File: src/design/pcd_pkg.sv
// Shared types, constants and the period table of the packed pattern cell decoder.
`default_nettype none

package pcd_pkg;

  localparam int unsigned CELLS_DEFAULT = 256;
  localparam int unsigned QDEPTH        = 2;

  localparam logic [7:0] LEAD_EMPTY   = 8'hC0;
  localparam logic [7:0] EFFECT_MASK  = 8'hC0;
  localparam logic [7:0] EFFECT_CODE  = 8'h80;
  localparam logic [6:0] NOTE_MAX     = 7'd36;

  typedef enum logic [1:0] {
    OP_EMPTY  = 2'd0,
    OP_EFFECT = 2'd1,
    OP_NOTE   = 2'd2,
    OP_BAD    = 2'd3
  } op_kind_t;

  // One classified cell on its way to the assembly stage.
  typedef struct packed {
    op_kind_t   kind;
    logic [7:0] lead;
    logic [7:0] second;
    logic [7:0] tail;
    logic       last;
  } op_t;

  typedef struct packed {
    logic valid;
    op_t  op;
  } op_slot_t;

  function automatic logic [11:0] period_lookup(input logic [6:0] note);
    logic [11:0] p;
    case (note)
      7'd1:    p = 12'd856;
      7'd2:    p = 12'd808;
      7'd3:    p = 12'd762;
      7'd4:    p = 12'd720;
      7'd5:    p = 12'd678;
      7'd6:    p = 12'd640;
      7'd7:    p = 12'd604;
      7'd8:    p = 12'd570;
      7'd9:    p = 12'd538;
      7'd10:   p = 12'd508;
      7'd11:   p = 12'd480;
      7'd12:   p = 12'd453;
      7'd13:   p = 12'd428;
      7'd14:   p = 12'd404;
      7'd15:   p = 12'd381;
      7'd16:   p = 12'd360;
      7'd17:   p = 12'd339;
      7'd18:   p = 12'd320;
      7'd19:   p = 12'd302;
      7'd20:   p = 12'd285;
      7'd21:   p = 12'd269;
      7'd22:   p = 12'd254;
      7'd23:   p = 12'd240;
      7'd24:   p = 12'd226;
      7'd25:   p = 12'd214;
      7'd26:   p = 12'd202;
      7'd27:   p = 12'd190;
      7'd28:   p = 12'd180;
      7'd29:   p = 12'd170;
      7'd30:   p = 12'd160;
      7'd31:   p = 12'd151;
      7'd32:   p = 12'd143;
      7'd33:   p = 12'd135;
      7'd34:   p = 12'd127;
      7'd35:   p = 12'd120;
      7'd36:   p = 12'd113;
      default: p = 12'd0;
    endcase
    return p;
  endfunction

endpackage

`default_nettype wire

File: src/design/pcd_if.sv
// Valid/ready channel interfaces for pattern bytes and rebuilt cells.
`default_nettype none

interface pcd_in_if;
  logic       valid;
  logic       ready;
  logic [7:0] data_byte;
  logic       pattern_start;

  modport source (output valid, output data_byte, output pattern_start, input ready);
  modport sink   (input valid, input data_byte, input pattern_start, output ready);
endinterface

interface pcd_out_if;
  logic        valid;
  logic        ready;
  logic [31:0] cell_word;
  logic        last_cell;
  logic        bad_note;

  modport source (output valid, output cell_word, output last_cell, output bad_note,
                  input ready);
  modport sink   (input valid, input cell_word, input last_cell, input bad_note,
                  output ready);
endinterface

`default_nettype wire

File: src/design/packed_pattern_cell_decoder.sv
// Packed pattern cell decoder: top level joining classifier, op queue and assembly.
//
// Usage:
//   in_ch carries one byte of packed pattern data per item, with pattern_start
//   set on the first byte of each pattern. out_ch carries one rebuilt 32-bit
//   cell (p0..p3, big-endian) per item, with last_cell on the final cell of the
//   pattern and bad_note on an aborted pattern.
//   A lead byte of 0xC0 gives an empty cell at once; an effect lead takes one
//   more byte; a note lead takes two more. An over-range note gives an error
//   item on the lead byte and the decoder then drops bytes until a pattern
//   start. After the last cell it also waits for a pattern start.
//   A byte that completes a cell is written into the op queue when it is
//   accepted; the assembly stage then pops the op and registers the cell in
//   the output register, which drives out_ch. Throughput: one byte per cycle,
//   set by one op queue push and one pop per cycle with the output drained.
//   When out_ch stalls, the output register holds its item and the two-entry
//   op queue fills; in_ch.ready drops only when the queue is full.
//   Reset (rst_n low, synchronous) empties the queue and the output register
//   and leaves the decoder waiting for a pattern start.
`default_nettype none

module packed_pattern_cell_decoder #(
  parameter int unsigned CELLS_PER_PATTERN = pcd_pkg::CELLS_DEFAULT
) (
  input  wire logic  clk,
  input  wire logic  rst_n,
  pcd_in_if.sink     in_ch,
  pcd_out_if.source  out_ch
);
  import pcd_pkg::*;

  op_slot_t push;
  op_slot_t head;
  logic     q_full;
  logic     pop;
  logic     accept;

  assign in_ch.ready = !q_full;
  assign accept      = in_ch.valid && !q_full;

  pcd_front #(
    .CELLS_PER_PATTERN (CELLS_PER_PATTERN)
  ) u_front (
    .clk           (clk),
    .rst_n         (rst_n),
    .accept        (accept),
    .data_byte     (in_ch.data_byte),
    .pattern_start (in_ch.pattern_start),
    .push          (push)
  );

  pcd_queue u_queue (
    .clk   (clk),
    .rst_n (rst_n),
    .push  (push),
    .full  (q_full),
    .head  (head),
    .pop   (pop)
  );

  pcd_back u_back (
    .clk       (clk),
    .rst_n     (rst_n),
    .head      (head),
    .pop       (pop),
    .out_valid (out_ch.valid),
    .out_ready (out_ch.ready),
    .cell_word (out_ch.cell_word),
    .last_cell (out_ch.last_cell),
    .bad_note  (out_ch.bad_note)
  );

endmodule

`default_nettype wire

File: src/design/pcd_front.sv
// Byte classifier: tracks the cell phase, cell count and halt, and issues cell ops.
`default_nettype none

module pcd_front #(
  parameter int unsigned CELLS_PER_PATTERN = pcd_pkg::CELLS_DEFAULT
) (
  input  wire logic             clk,
  input  wire logic             rst_n,
  input  wire logic             accept,
  input  wire logic [7:0]       data_byte,
  input  wire logic             pattern_start,
  output pcd_pkg::op_slot_t     push
);
  import pcd_pkg::*;

  localparam int unsigned IDX_W = (CELLS_PER_PATTERN > 1) ? $clog2(CELLS_PER_PATTERN) : 1;
  localparam logic [IDX_W-1:0] IDX_LAST = IDX_W'(CELLS_PER_PATTERN - 1);

  typedef enum logic [1:0] {
    PH_LEAD   = 2'd0,
    PH_EFFECT = 2'd1,
    PH_SECOND = 2'd2,
    PH_THIRD  = 2'd3
  } phase_t;

  phase_t           phase_r, phase_nxt, phase_v;
  logic [7:0]       lead_r, lead_nxt;
  logic [7:0]       second_r, second_nxt;
  logic [IDX_W-1:0] idx_r, idx_nxt, idx_v;
  logic             halted_r, halted_nxt, halt_v;
  logic             cell_done;
  logic             idx_last;

  // A pattern start drops any partial cell and restarts the count.
  assign phase_v  = pattern_start ? PH_LEAD : phase_r;
  assign idx_v    = pattern_start ? '0 : idx_r;
  assign halt_v   = pattern_start ? 1'b0 : halted_r;
  assign idx_last = (idx_v == IDX_LAST);

  always_comb begin
    phase_nxt      = phase_r;
    lead_nxt       = lead_r;
    second_nxt     = second_r;
    idx_nxt        = idx_r;
    halted_nxt     = halted_r;
    cell_done      = 1'b0;
    push.valid     = 1'b0;
    push.op.kind   = OP_EMPTY;
    push.op.lead   = lead_r;
    push.op.second = second_r;
    push.op.tail   = data_byte;
    push.op.last   = 1'b0;
    if (accept) begin
      phase_nxt  = phase_v;
      idx_nxt    = idx_v;
      halted_nxt = halt_v;
      if (!halt_v) begin
        unique case (phase_v)
          PH_LEAD: begin
            if (data_byte == LEAD_EMPTY) begin
              push.valid   = 1'b1;
              push.op.kind = OP_EMPTY;
              cell_done    = 1'b1;
            end else if ((data_byte & EFFECT_MASK) == EFFECT_CODE) begin
              lead_nxt  = data_byte;
              phase_nxt = PH_EFFECT;
            end else if (data_byte[7:1] > NOTE_MAX) begin
              // answer at once and halt until the next pattern start
              push.valid   = 1'b1;
              push.op.kind = OP_BAD;
              halted_nxt   = 1'b1;
            end else begin
              lead_nxt  = data_byte;
              phase_nxt = PH_SECOND;
            end
          end
          PH_EFFECT: begin
            push.valid   = 1'b1;
            push.op.kind = OP_EFFECT;
            cell_done    = 1'b1;
          end
          PH_SECOND: begin
            second_nxt = data_byte;
            phase_nxt  = PH_THIRD;
          end
          PH_THIRD: begin
            push.valid   = 1'b1;
            push.op.kind = OP_NOTE;
            cell_done    = 1'b1;
          end
          default: phase_nxt = PH_LEAD;
        endcase
        if (cell_done) begin
          phase_nxt    = PH_LEAD;
          push.op.last = idx_last;
          if (idx_last) begin
            halted_nxt = 1'b1;
            idx_nxt    = '0;
          end else begin
            idx_nxt = IDX_W'(idx_v + 1'b1);
          end
        end
      end
    end
  end

  always_ff @(posedge clk) begin
    if (!rst_n) begin
      phase_r  <= PH_LEAD;
      lead_r   <= '0;
      second_r <= '0;
      idx_r    <= '0;
      halted_r <= 1'b1;
    end else begin
      phase_r  <= phase_nxt;
      lead_r   <= lead_nxt;
      second_r <= second_nxt;
      idx_r    <= idx_nxt;
      halted_r <= halted_nxt;
    end
  end

endmodule

`default_nettype wire

File: src/design/pcd_queue.sv
// Short op queue between the classifier and the cell assembly stage.
`default_nettype none

module pcd_queue (
  input  wire logic               clk,
  input  wire logic               rst_n,
  input  wire pcd_pkg::op_slot_t  push,
  output logic                    full,
  output pcd_pkg::op_slot_t       head,
  input  wire logic               pop
);
  import pcd_pkg::*;

  localparam int unsigned PTR_W = (QDEPTH > 1) ? $clog2(QDEPTH) : 1;
  localparam int unsigned CNT_W = $clog2(QDEPTH + 1);
  localparam logic [PTR_W-1:0] PTR_LAST = PTR_W'(QDEPTH - 1);
  localparam logic [CNT_W-1:0] CNT_FULL = CNT_W'(QDEPTH);

  op_t              q_mem_r [QDEPTH];
  logic [PTR_W-1:0] wr_ptr_r, wr_ptr_nxt;
  logic [PTR_W-1:0] rd_ptr_r, rd_ptr_nxt;
  logic [CNT_W-1:0] count_r, count_nxt;
  logic             do_push, do_pop;

  assign full       = (count_r == CNT_FULL);
  assign head.valid = (count_r != '0);
  assign head.op    = q_mem_r[rd_ptr_r];
  assign do_push    = push.valid && !full;
  assign do_pop     = pop && head.valid;

  always_comb begin
    wr_ptr_nxt = wr_ptr_r;
    rd_ptr_nxt = rd_ptr_r;
    count_nxt  = count_r;
    if (do_push) begin
      wr_ptr_nxt = (wr_ptr_r == PTR_LAST) ? '0 : PTR_W'(wr_ptr_r + 1'b1);
    end
    if (do_pop) begin
      rd_ptr_nxt = (rd_ptr_r == PTR_LAST) ? '0 : PTR_W'(rd_ptr_r + 1'b1);
    end
    case ({do_push, do_pop})
      2'b10:   count_nxt = CNT_W'(count_r + 1'b1);
      2'b01:   count_nxt = CNT_W'(count_r - 1'b1);
      default: count_nxt = count_r;
    endcase
  end

  always_ff @(posedge clk) begin
    if (do_push) begin
      q_mem_r[wr_ptr_r] <= push.op;
    end
  end

  always_ff @(posedge clk) begin
    if (!rst_n) begin
      wr_ptr_r <= '0;
      rd_ptr_r <= '0;
      count_r  <= '0;
    end else begin
      wr_ptr_r <= wr_ptr_nxt;
      rd_ptr_r <= rd_ptr_nxt;
      count_r  <= count_nxt;
    end
  end

  a_count_bound: assert property (@(posedge clk) disable iff (!rst_n)
    count_r <= CNT_FULL)
    else $error("op queue count beyond depth");

  a_no_overflow: assert property (@(posedge clk) disable iff (!rst_n)
    push.valid |-> !full)
    else $error("op pushed into a full queue");

  a_count_track: assert property (@(posedge clk) disable iff (!rst_n)
    (do_push && !do_pop) |=> (count_r == CNT_W'($past(count_r) + 1'b1)))
    else $error("op queue count lost a push");

endmodule

`default_nettype wire

File: src/design/pcd_back.sv
// Cell assembly: period lookup, cell word build and the output register.
`default_nettype none

module pcd_back (
  input  wire logic               clk,
  input  wire logic               rst_n,
  input  wire pcd_pkg::op_slot_t  head,
  output logic                    pop,
  output logic                    out_valid,
  input  wire logic               out_ready,
  output logic [31:0]             cell_word,
  output logic                    last_cell,
  output logic                    bad_note
);
  import pcd_pkg::*;

  logic        out_valid_r, out_valid_nxt;
  logic [31:0] cell_r, cell_nxt;
  logic        last_r, last_nxt;
  logic        bad_r, bad_nxt;
  logic [11:0] period;

  // Take the next op whenever the output register is free or being drained.
  assign pop    = head.valid && (!out_valid_r || out_ready);
  assign period = period_lookup(head.op.lead[7:1]);

  always_comb begin
    out_valid_nxt = out_valid_r;
    cell_nxt      = cell_r;
    last_nxt      = last_r;
    bad_nxt       = bad_r;
    if (out_ready) begin
      out_valid_nxt = 1'b0;
    end
    if (pop) begin
      out_valid_nxt = 1'b1;
      last_nxt      = head.op.last;
      bad_nxt       = 1'b0;
      unique case (head.op.kind)
        OP_EMPTY:  cell_nxt = '0;
        OP_EFFECT: cell_nxt = {16'h0000, 4'h0, head.op.lead[5:2], head.op.tail};
        OP_NOTE:   cell_nxt = {3'b000, head.op.lead[0], period, head.op.second,
                               head.op.tail};
        OP_BAD: begin
          cell_nxt = '0;
          last_nxt = 1'b0;
          bad_nxt  = 1'b1;
        end
        default:   cell_nxt = '0;
      endcase
    end
  end

  always_ff @(posedge clk) begin
    if (!rst_n) begin
      out_valid_r <= 1'b0;
    end else begin
      out_valid_r <= out_valid_nxt;
    end
    cell_r <= cell_nxt;
    last_r <= last_nxt;
    bad_r  <= bad_nxt;
  end

  assign out_valid = out_valid_r;
  assign cell_word = cell_r;
  assign last_cell = last_r;
  assign bad_note  = bad_r;

  a_bad_clean: assert property (@(posedge clk) disable iff (!rst_n)
    (out_valid_r && bad_r) |-> (cell_r == '0 && !last_r))
    else $error("error cell carries data");

  a_hold_on_stall: assert property (@(posedge clk) disable iff (!rst_n)
    (out_valid_r && !out_ready) |-> !pop)
    else $error("op taken while a cell is stalled");

  a_stall_stable: assert property (@(posedge clk) disable iff (!rst_n)
    (out_valid_r && !out_ready) |=>
      (out_valid_r && $stable(cell_r) && $stable(last_r) && $stable(bad_r)))
    else $error("stalled cell changed");

endmodule

`default_nettype wire

File: src/flat_wrapper.sv
// flat-port wrapper written by rule: the top's interface ports become plain ports
module packed_pattern_cell_decoder_flat import pcd_pkg::*;
#(
  parameter int unsigned CELLS_PER_PATTERN = pcd_pkg::CELLS_DEFAULT
)
  (clk, rst_n, in_ch_valid, in_ch_data_byte, in_ch_pattern_start, in_ch_ready, out_ch_valid, out_ch_cell_word, out_ch_last_cell, out_ch_bad_note, out_ch_ready);
  pcd_in_if in_ch_i ();
  pcd_out_if out_ch_i ();
  input  wire logic clk;
  input  wire logic rst_n;
  input wire logic [$bits(in_ch_i.valid)-1:0] in_ch_valid;
  input wire logic [$bits(in_ch_i.data_byte)-1:0] in_ch_data_byte;
  input wire logic [$bits(in_ch_i.pattern_start)-1:0] in_ch_pattern_start;
  output wire logic [$bits(in_ch_i.ready)-1:0] in_ch_ready;
  output wire logic [$bits(out_ch_i.valid)-1:0] out_ch_valid;
  output wire logic [$bits(out_ch_i.cell_word)-1:0] out_ch_cell_word;
  output wire logic [$bits(out_ch_i.last_cell)-1:0] out_ch_last_cell;
  output wire logic [$bits(out_ch_i.bad_note)-1:0] out_ch_bad_note;
  input wire logic [$bits(out_ch_i.ready)-1:0] out_ch_ready;
  assign in_ch_i.valid = in_ch_valid;
  assign in_ch_i.data_byte = in_ch_data_byte;
  assign in_ch_i.pattern_start = in_ch_pattern_start;
  assign in_ch_ready = in_ch_i.ready;
  assign out_ch_valid = out_ch_i.valid;
  assign out_ch_cell_word = out_ch_i.cell_word;
  assign out_ch_last_cell = out_ch_i.last_cell;
  assign out_ch_bad_note = out_ch_i.bad_note;
  assign out_ch_i.ready = out_ch_ready;
  packed_pattern_cell_decoder #(.CELLS_PER_PATTERN(CELLS_PER_PATTERN)) u_core (.clk(clk), .rst_n(rst_n), .in_ch(in_ch_i), .out_ch(out_ch_i));
endmodule
File: config.mk
export PLATFORM = sky130hd
export DESIGN_NAME = packed_pattern_cell_decoder_flat
export DESIGN_NICKNAME = d
export VERILOG_FILES = /design/src/design/pcd_pkg.sv /design/src/design/pcd_if.sv /design/src/design/packed_pattern_cell_decoder.sv /design/src/design/pcd_front.sv /design/src/design/pcd_queue.sv /design/src/design/pcd_back.sv /design/src/flat_wrapper.sv
export SDC_FILE = /design/constraint.sdc
export NUM_CORES = 1
export LEC_CHECK = 0
export ABC_AREA = 1
export BUFFER_PORTS_ARGS = -buffer_cell sky130_fd_sc_hd__clkbuf_2
export CORE_MARGIN = 1.5
export CORE_UTILIZATION = 61
export CTS_BUF_LIST = sky130_fd_sc_hd__clkbuf_8
export DETAILED_ROUTE_END_ITERATION = 10
export PLACE_DENSITY = 0.82
export RECOVER_POWER = 50
export SETUP_SLACK_MARGIN = 0.4
export SLEW_MARGIN = 20
export SYNTH_ARGS = -nofsm -noshare
export SYNTH_HDL_FRONTEND = slang
export SYNTH_SLANG_ARGS = --single-unit
File: constraint.sdc
create_clock -name clk -period 4.1 [get_ports clk]
set_input_delay 0 -clock clk [delete_from_list [all_inputs] [get_ports clk]]
set_output_delay 0 -clock clk [all_outputs]
set_load 0.02 [all_outputs]
==> out/results.tsv, run 1 <==
metric	value	unit
firstDrtPassIters	5	
finalPower	3.86	mW
clk_latency	0.43	ns
rsz0062_at_grt	false	
fp.dieArea	0.00913	sq mm
grt_pass1_wl	19.3	mm
yosysUniqueCellTypes	31	
ios	49	
finalCritPeriodShare	72.4	%
hold_class	in2reg	
die_height	95.6	um
total_leakage_power	2.41	nW
avgViaCountPerCell	5.71	
syn-cell-area	0.00523	sq mm
gp_routability_congestion	0.877	
tightest_slew	1.81	ns
io_buffers	43	
synth-edff-count	83	
cp-end-kind	register	
worstSetupPathType	reg2reg	
vias	4251	
cap_violations	1	
slew_headroom	-20.9	%
violations	max-capacitance violations, max-slew violations	
fmaxAchievable	337	MHz
die_w	95.6	um
synth_top_area_share	47.7	%
ctsRootBufferMaster	clkbuf_8	
crit_arrival	3.28	ns
synth-async-reset-ratio	0	%
place_ws	1.43	ns
syn_inst	565	
cts_buffers	17	
cts_resized	0	
syn_avg_cell_area	9.25	sq um
antenna_found_initial	0	
cts_buffer_depth	2	
worst-path-max-fanout	34	
drt_wl_total	12.2	mm
cts_setup_buffers	0	
grt_max_degree	35	
synth-seq-cells	116	
setup_violations	0	
fillCellCount	621	
drt_iter0_markers	380	
initial_core_util	63.3	%
maxSlewViolCount	35	
tns	0	ns
clk_pin_slew	0.07	ns
synth_top_area_cell	edfxtp_1	
clock-sinks	116	
crit_path_top_delay_cell	clkbuf_1	
cts-htree-levels	4	
layout-drive-gt1-share	8.44	%
start_kind	register	
core_area	0.00826	sq mm
hold_violations	0	
synth_top_cells_by_area	edfxtp_1, dfxtp_1, nand2_1	
wl_per_cell	16.4	um
required	4.41	ns
power_density	647	mW/mm^2
ys.flop_type	edfxtp_1	
seq_area_frac_synth	60.3	%
postRouteAntennaNets	0	
area_delta_synth_final	14.1	%
cts_tree	done	
fin_nets	649	
yosysWarnings	0	
grt-ovfl-total	0	
slowest_delay	1.30	ns
dp_hpwl	8.03	mm
grt_pass1_vias	4073	
drc_errors	0	
crit_chain	inv_1 > a21oi_4 > clkbuf_1 > ha_1 > a21oi_1 > o21ai_0 > o21ai_0 > a21oi_1	
peakVddDrop	0.616	mV
setup_ws	1.13	ns
rows	33	
track_usage	28.5	%
status	complete, but fails checks	
diodes	0	
finClkSkew	0.0107	ns
min_period	2.97	ns
[path summary, 6_finish.rpt]
| check | end | slack (ns) | startpoint | cells past startpoint |
|---|---|---|---|---|
| max reg2reg | u_core.u_queue.count_r[1] | 1.13 | u_core.u_queue.count_r[0] | 8 |
| max | u_core.u_queue.count_r[1] | 1.13 | u_core.u_queue.count_r[0] | 8 |
| min reg2reg | u_core.u_queue.q_mem_r[0][14] | 0.45 | u_core.u_front.second_r[5] | 0 |
| min | u_core.u_front.halted_r | 0.06 | rst_n | 2 |
[cells in the mapped netlist (2+ instances only)]
master	number
dfxtp_1	33
a31oi_1	2
clkinv_1	2
inv_4	2
edfxtp_1	83
nand3b_1	3
o211ai_1	2
o21ai_0	36
inv_2	5
nand3_1	42
nand4_1	5
nor3_1	2
ha_1	8
o21ai_1	3
inv_1	51
nor2_2	2
clkbuf_1	7
buf_4	7
o32ai_1	4
nand2_1	146
a21oi_1	53
nor2_1	54
buf_2	5
[critical path, delay by kind of cell (launching register included)]
family / cells / cell delay, ns
adder cells (fa/ha/maj): 1 / 0.48
buffers and inverters: 2 / 1.41
AO/OA/AOI/OAI: 5 / 0.62
flip-flops: 1 / 0.35
[cells in the final DEF, fill, tap and decap left out, drive strengths merged, types with 4 or more instances in the layout]
| cell type | n |
|---|---|
| dlygate4sd3 | 10 |
| clkinv | 8 |
| conb | 5 |
| edfxtp | 83 |
| a21oi | 53 |
| o21ai | 40 |
| nand2 | 148 |
| nand3 | 42 |
| ha | 8 |
| nor2 | 57 |
| dfxtp | 33 |
| clkinvlp | 5 |
| inv | 59 |
| clkbuf | 61 |
| nand4 | 5 |
| buf | 5 |
| o32ai | 4 |
[metrics by stage]
stage | util [%] | instances | instance area [sq um] | hold WS (ns)
after CTS | 72.9 | 745 | 6020 | 0.0239
final | 72.2 | 745 | 5970 | 0.0579
after global routing | 72.2 | 745 | 5970 | 0.0730
after floorplan | - | 569 | 5240 | 0.0989
after detailed placement | 67.2 | 704 | 5550 | 0.271
after global placement | 67.2 | 704 | 5550 | 0.274
[cell families (layout without fill, tap and decap cells)]
family,Yosys count,in the layout,synth area share (%)
other cells,1,5,0.0718
compound gates,101,101,10.2
buf+inv,79,150,6.39
simple gates,260,260,21.1
flops,116,116,60.3
fa+ha+maj,8,8,1.92
[state kept, by name (all words and copies together), names as in the netlist, named ones only]
name	cells
u_core.u_back.bad_note	1
u_core.u_back.cell_word	27
u_core.u_back.last_cell	1
u_core.u_back.out_valid	1
u_core.u_front.halted_r	1
u_core.u_front.idx_r	8
u_core.u_front.lead_r	8
u_core.u_front.phase_r	2
u_core.u_front.second_r	8
u_core.u_queue.count_r	2
u_core.u_queue.q_mem_r	54
u_core.u_queue.rd_ptr_r	1
u_core.u_queue.wr_ptr_r	1
[power by group]
part           total [mW]  leakage (nW)  internal [mW]  switching (mW)
combinational        1.25          1.17          0.317           0.931
clock               0.993         0.178          0.530           0.462
sequential           1.62          1.06           1.52          0.0926
[layer usage]
| metal | GRT usage [%] | wire (um) |
|---|---|---|
| met1 | 34.5 | 4840 |
| met2 | 49.5 | 6030 |
| met3 | 5.34 | 958 |
| met4 | 11.9 | 350 |
| met5 | 0 | 0 |
[final cells by class]
| class | count | area [sq um] | area share (%) |
|---|---|---|---|
| clock buffer | 17 | 234 | 3.92 |
| clock inverter | 14 | 141 | 2.37 |
| inverter | 60 | 230 | 3.86 |
| multi-input combinational | 374 | 1770 | 29.6 |
| sequential | 116 | 3150 | 52.9 |
| tap | 105 | 131 | 2.20 |
| timing repair buffer | 59 | 308 | 5.16 |
[what timing repair did]
| action | CTS | global route |
|---|---|---|
| setup endpoints to repair | 0 | 0 |
| endpoints found under the hold margin | 33 | 0 |
| hold buffers | 10 | 0 |
No activity file was read; power rests on OpenSTA's default activity.
==> inputs of run 2 (changes only) <==
==> constraint.sdc (replaced) <==
create_clock -name clk -period 2.94 [get_ports clk]
set_input_delay 0 -clock clk [delete_from_list [all_inputs] [get_ports clk]]
set_output_delay 0 -clock clk [all_outputs]
set_load 0.02 [all_outputs]
==> out/results.tsv, run 2 (synthesis results as in run 1) <==
metric	value	unit
rows	33	
drt_iter0_markers	281	
critPathLaunch	in_ch_data_byte[3]	
crit_chain	dlygate4sd3_1 > clkbuf_1 > inv_1 > nand2_1 > nand2_1 > nand2_1 > nand3b_1 > nand2_1 > nand2_1 > ha_1 > a21oi_1 > o21ai_0 > o21ai_0 > a21oi_1	
reg2reg_depth	9	
clk_pin_slew	0.08	ns
grt_pass1_wl	17.8	mm
tightest_slew	0.536	ns
worst_path_most_repeated_cell	nand2_1	
firstDrtPassIters	6	
worstSetupPathType	in2reg	
p_seq_share	41.6	%
fmaxAchievable	449	MHz
tns	0	ns
wl_per_cell	14.9	um
clk_latency	0.43	ns
crit_arrival	2.55	ns
clock-sinks	116	
p_sw_share	38.8	%
path_buf_inv	3	
track_usage	26.1	%
fin_cells	746	
avgViaCountPerCell	5.53	
power_density	891	mW/mm^2
hold_class	in2reg	
p_int	3.24	mW
p_sw	2.06	mW
r2r_slack	0.71	ns
place_inst	704	
initial_core_util	63.3	%
layout-drive-gt1-share	9.05	%
fp.dieArea	0.00913	sq mm
start_kind	primary input	
ios	49	
die_height	95.6	um
top_register	u_core.u_queue.q_mem_r	
slowest_delay	0.52	ns
min-delay-start	in_ch_valid	
cts_buffer_depth	2	
postRouteAntennaNets	0	
grt_pass1_vias	3795	
diodes	0	
grt-ovfl-total	0	
place_ws	0.621	ns
cpLargestDelayFamily	buffers and inverters	
fillCellCount	601	
vias	4123	
drt_wl_total	11.1	mm
total_leakage_power	2.41	nW
multi_input_area	0.00175	sq mm
antenna_found_initial	0	
finClkSkew	0.0114	ns
peakVddDrop	0.665	mV
cap_violations	0	
maxSlewViolCount	0	
dp_hpwl	7.52	mm
drc_errors	0	
setup_ws	0.711	ns
combinationalPowerShare	32.1	%
layout_common_cells	nand2_1, edfxtp_1, inv_1, nor2_1, a21oi_1	
gp_routability_congestion	0.914	
hold_violations	1	
io_buffers	43	
cp-end-kind	register	
cts_buffers	17	
setup_violations	0	
grt_max_degree	34	
whs_endpoint	u_core.u_front.idx_r[0]	
core_area	0.00826	sq mm
seqCellArea	0.00315	sq mm
fin_nets	649	
final_util	72.1	%
largest_register_ffs	54	
status	complete, but fails checks	
violations	negative hold slack	
layout_commonest_cell	nand2_1	
reg2reg_to	u_core.u_back.cell_word[17]	
die_w	95.6	um
cts_setup_buffers	0	
min_period	2.23	ns
worst-path-max-fanout	10	
area_delta_synth_final	13.9	%
pwr-share-clk	26.3	%
cts-htree-levels	4	
cts_tree	done	
whs	-0.00175	ns
slew_headroom	64.2	%
holdPathStages	5	
crit_path_top_delay_cell	dlygate4sd3_1	
required	3.26	ns
finalCritPeriodShare	75.8	%
ctsRootBufferMaster	clkbuf_8	
rsz0062_at_grt	false	
-- run 2: cell count changes in the layout (fill, tap and decap cells not counted), sizes merged --
| cell | before | now |
|---|---|---|
| buf | 5 | 6 |
| bufinv | 2 | 1 |
| clkbuf | 61 | 60 |
| clkinv | 8 | 4 |
| clkinvlp | 5 | 3 |
| inv | 59 | 67 |
-- run 2: what timing repair did --
action,4_1_cts,5_1_grt
resized for setup,0,2
endpoints found under the hold margin,34,0
hold buffers,10,0
setup endpoints to repair,0,1
-- run 2: how the worst max path moves through the flow --
stage	endpoint	slack [ns]	depth (start not counted)
floorplan	u_core.u_queue.q_mem_r[1][0]	0.60	8
global placement	u_core.u_back.cell_word[20]	0.66	11
detailed placement	u_core.u_back.cell_word[20]	0.62	11
CTS	u_core.u_back.cell_word[20]	0.61	11
global route	u_core.u_back.cell_word[17]	0.48	9
finish	u_core.u_queue.count_r[1]	0.71	14
-- run 2: final cells by class --
type                            instances  share of cell area, %
Clock buffer                           17                   3.93
Clock inverter                         15                   2.42
Inverter                               60                   3.87
Multi-Input combinational cell        374                   29.4
Sequential cell                       116                   53.0
Tap cell                              105                   2.21
Timing Repair Buffer                   59                   5.23
-- run 2: routing by layer --
layer	share of wire (%)	vias up	routed length, um	global-route usage [%]
met5	0	-	0	0
met4	1.5	0	172	9.68
met3	6.8	21	756	6.06
met2	51	170	5650	43.8
met1	41	1914	4560	32.8
li1	-	2018	-	-
-- run 2: tightest hold or removal path, cell delays in order --
cell and delay, ns:
clkbuf_2 0.08, nand2_1 0.13, a21oi_1 0.08, nand2_1 0.06
inv_1 0.03
-- run 2: power groups by stage --
stage	Combinational (mW)	Clock (mW)	Sequential [mW]
3_5_place_dp	1.72	0	2.25
2_1_floorplan	1.02	0	2.46
3_3_place_gp	1.70	0	2.23
6_report	1.70	1.39	2.21
4_1_cts	1.75	1.40	2.21
5_1_grt	1.89	1.48	2.24
-- run 2: per-stage QoR --
stage	power (mW)	cell area (sq um)	hold WS [ns]
global route	5.61	5950	0.0469
global placement	3.93	5550	0.264
finish	5.30	5950	-0.00175
CTS	5.37	6020	0.0339
floorplan	3.47	5250	0.0989
detailed placement	3.97	5550	0.272
==> inputs of run 3 (changes only) <==
--- a/config.mk
+++ b/config.mk
@@ -5,7 +5,7 @@
 export SDC_FILE = /design/constraint.sdc
 export NUM_CORES = 1
 export LEC_CHECK = 0
-export ABC_AREA = 1
+export ABC_AREA = 0
 export BUFFER_PORTS_ARGS = -buffer_cell sky130_fd_sc_hd__clkbuf_2
 export CORE_MARGIN = 1.5
 export CORE_UTILIZATION = 61
==> constraint.sdc (replaced) <==
create_clock -name clk -period 2.23 [get_ports clk]
set_input_delay 0 -clock clk [delete_from_list [all_inputs] [get_ports clk]]
set_output_delay 0 -clock clk [all_outputs]
set_load 0.02 [all_outputs]
==> out/results.tsv, run 3 <==
metric	value	unit
die_w	96.8	um
syn_inst	445	
p_int	4.86	mW
slew_headroom	45.6	%
hold_violations	0	
ys.flop_type	edfxtp_1	
p_sw	2.80	mW
p_sw_share	36.6	%
layout_commonest_cell	edfxtp_1	
finalPower	7.65	mW
synth_top_cells_by_area	edfxtp_1, dfxtp_1, mux2i_1	
layout_common_cells	edfxtp_1, clkbuf_1, mux2i_1, nand2_1, nor2_1	
status	finished, final reports clean	
synth-seq-cells	116	
firstDrtPassIters	6	
total_leakage_power	2.37	nW
cp-end-kind	register	
placedInstanceArea	0.00585	sq mm
clock-sinks	116	
avgViaCountPerCell	6.16	
finClkSkew	0.0131	ns
largest_register_ffs	54	
top_register	u_core.u_queue.q_mem_r	
ios	49	
layout-drive-gt1-share	23.5	%
start_kind	primary input	
peakVddDrop	0.744	mV
io_buffers	43	
rows	34	
rsz0062_at_grt	true	
cpLargestDelayFamily	buffers and inverters	
track_usage	26.5	%
crit_chain	dlygate4sd3_1 > clkbuf_1 > and4bb_1 > nand2_2 > o2111ai_4 > mux2i_1 > nor2b_1	
tightest_slew	0.817	ns
grt_max_degree	36	
vias	4044	
dp_hpwl	7.48	mm
syn_avg_cell_area	12.1	sq um
synth_top_area_cell	edfxtp_1	
synth_top_area_share	46.4	%
maxSlewViolCount	0	
yosys.cell_count.top_type	edfxtp_1	
diodes	0	
synth-async-reset-ratio	0	%
seq_area_frac_synth	58.7	%
cts-htree-levels	4	
required	2.55	ns
wl_per_cell	19.1	um
slowest_delay	0.53	ns
syn-cell-area	0.00537	sq mm
grt_pass1_wl	19.5	mm
p_seq_share	38.2	%
path_buf_inv	2	
drt_wl_total	12.5	mm
clk_latency	0.44	ns
min_period	1.99	ns
clk_pin_slew	0.07	ns
power_density	1150	mW/mm^2
crit_arrival	2.30	ns
final_cell_area	0.00665	sq mm
setup_violations	0	
fmaxAchievable	504	MHz
r2r_slack	0.30	ns
fillCellCount	525	
drt_iter0_markers	256	
antenna_found_initial	0	
worst-path-max-fanout	10	
finalCritPeriodShare	89.0	%
area_delta_synth_final	23.8	%
cts_buffers	17	
drc_errors	0	
pwr-share-clk	25.8	%
synth.cells.most_frequent	edfxtp_1, nor2_1, mux2i_1	
synth-edff-count	83	
cts_buffer_depth	2	
die_height	96.8	um
tns	0	ns
postRouteAntennaNets	0	
fp.dieArea	0.00937	sq mm
combinationalPowerShare	36.0	%
hold_class	in2reg	
fin_nets	557	
gp_routability_congestion	0.967	
yosysWarnings	0	
core_area	0.00864	sq mm
cts_tree	done	
initial_core_util	62.2	%
grt_pass1_vias	3930	
worstSetupPathType	in2reg	
grt-ovfl-total	0	
cap_violations	0	
ctsRootBufferMaster	clkbuf_8	
yosysUniqueCellTypes	68	
crit_path_top_delay_cell	dlygate4sd3_1	
-- run 3: cell count changes in the layout (fill, tap and decap cells not counted), moves of 19 or more --
| cell | change |
|---|---|
| a21oi_1 | -42 |
| buf_4 | +19 |
| inv_1 | -47 |
| mux2i_1 | +35 |
| nand2_1 | -112 |
| nand3_1 | -31 |
| nor2_1 | -21 |
| nor2b_1 | +21 |
| o21ai_0 | -26 |
-- run 3: cell type report --
type | count | area (sq um) | area share (%)
multi-input cells | 303 | 2320 | 34.9
flip-flops and latches | 116 | 3160 | 47.6
repair buffers | 90 | 578 | 8.70
well taps | 108 | 135 | 2.03
inverters | 8 | 45.0 | 0.678
clock buffers | 17 | 234 | 3.52
clock inverters | 15 | 173 | 2.60
-- run 3: logic make-up (layout without fill, tap and decap cells) --
family	after synthesis	after routing	synth area share [%]
adder cells (fa/ha/maj)	8	8	1.86
other	1	5	0.0699
AO/OA/AOI/OAI	82	82	11.1
multiplexers	45	45	9.07
AND/OR/NAND/NOR	157	157	15.1
buffers and inverters	30	130	3.15
flip-flops	116	116	58.7
XOR/XNOR	6	6	0.979
-- run 3: power groups by stage --
stage	clock network (mW)	logic, mW	registers [mW]
floorplan	0	1.47	3.22
global placement	0	2.32	2.97
detailed placement	0	2.34	2.98
CTS	2.00	2.59	2.92
global route	2.09	2.93	2.96
finish	1.98	2.75	2.92
-- run 3: metal layers --
layer | track usage, % | up-vias | part of all wire (%)
met1 | 33.5 | 1947 | 40
met4 | 10.4 | 0 | 2.7
met3 | 5.85 | 42 | 7.0
met2 | 44.6 | 212 | 50
met5 | 0 | - | 0
li1 | - | 1843 | -
-- run 3: stage by stage --
step	setup WS, ns	instances	hold slack (ns)	util [%]
finish	0.245	657	0.0397	77.0
global route	0.180	657	0.0610	77.0
CTS	0.380	645	0.0120	75.3
detailed placement	0.0771	594	0.276	67.7
global placement	0.137	594	0.281	67.7
floorplan	0.380	449	0.0989	-
-- run 3: worst reg2reg max path, stage by stage (launching register included) --
cell       delay (ns)
dfxtp_4          0.38
mux2_4           0.30
ha_2             0.26
nand2_1          0.07
and3_1           0.24
a2111oi_4        0.35
nor3_2           0.08
-- run 3: final timing paths --
kind | end | depth (start not counted) | startpoint
setup / recovery | u_core.u_front.lead_r[3] | 7 | in_ch_data_byte[6]
setup reg to reg | u_core.u_back.cell_word[20] | 6 | register
hold / removal | u_core.u_front.phase_r[1] | 3 | in_ch_valid
hold reg to reg | u_core.u_queue.q_mem_r[1][13] | 0 | u_core.u_front.second_r[4]
-- run 3: timing repair --
item,in CTS,in global routing
setup endpoints to repair,28,25
pin swaps,6,6
endpoints found under the hold margin,24,0
setup buffers,9,11
hold buffers,10,0
gates cloned,0,1
resized for setup,22,24
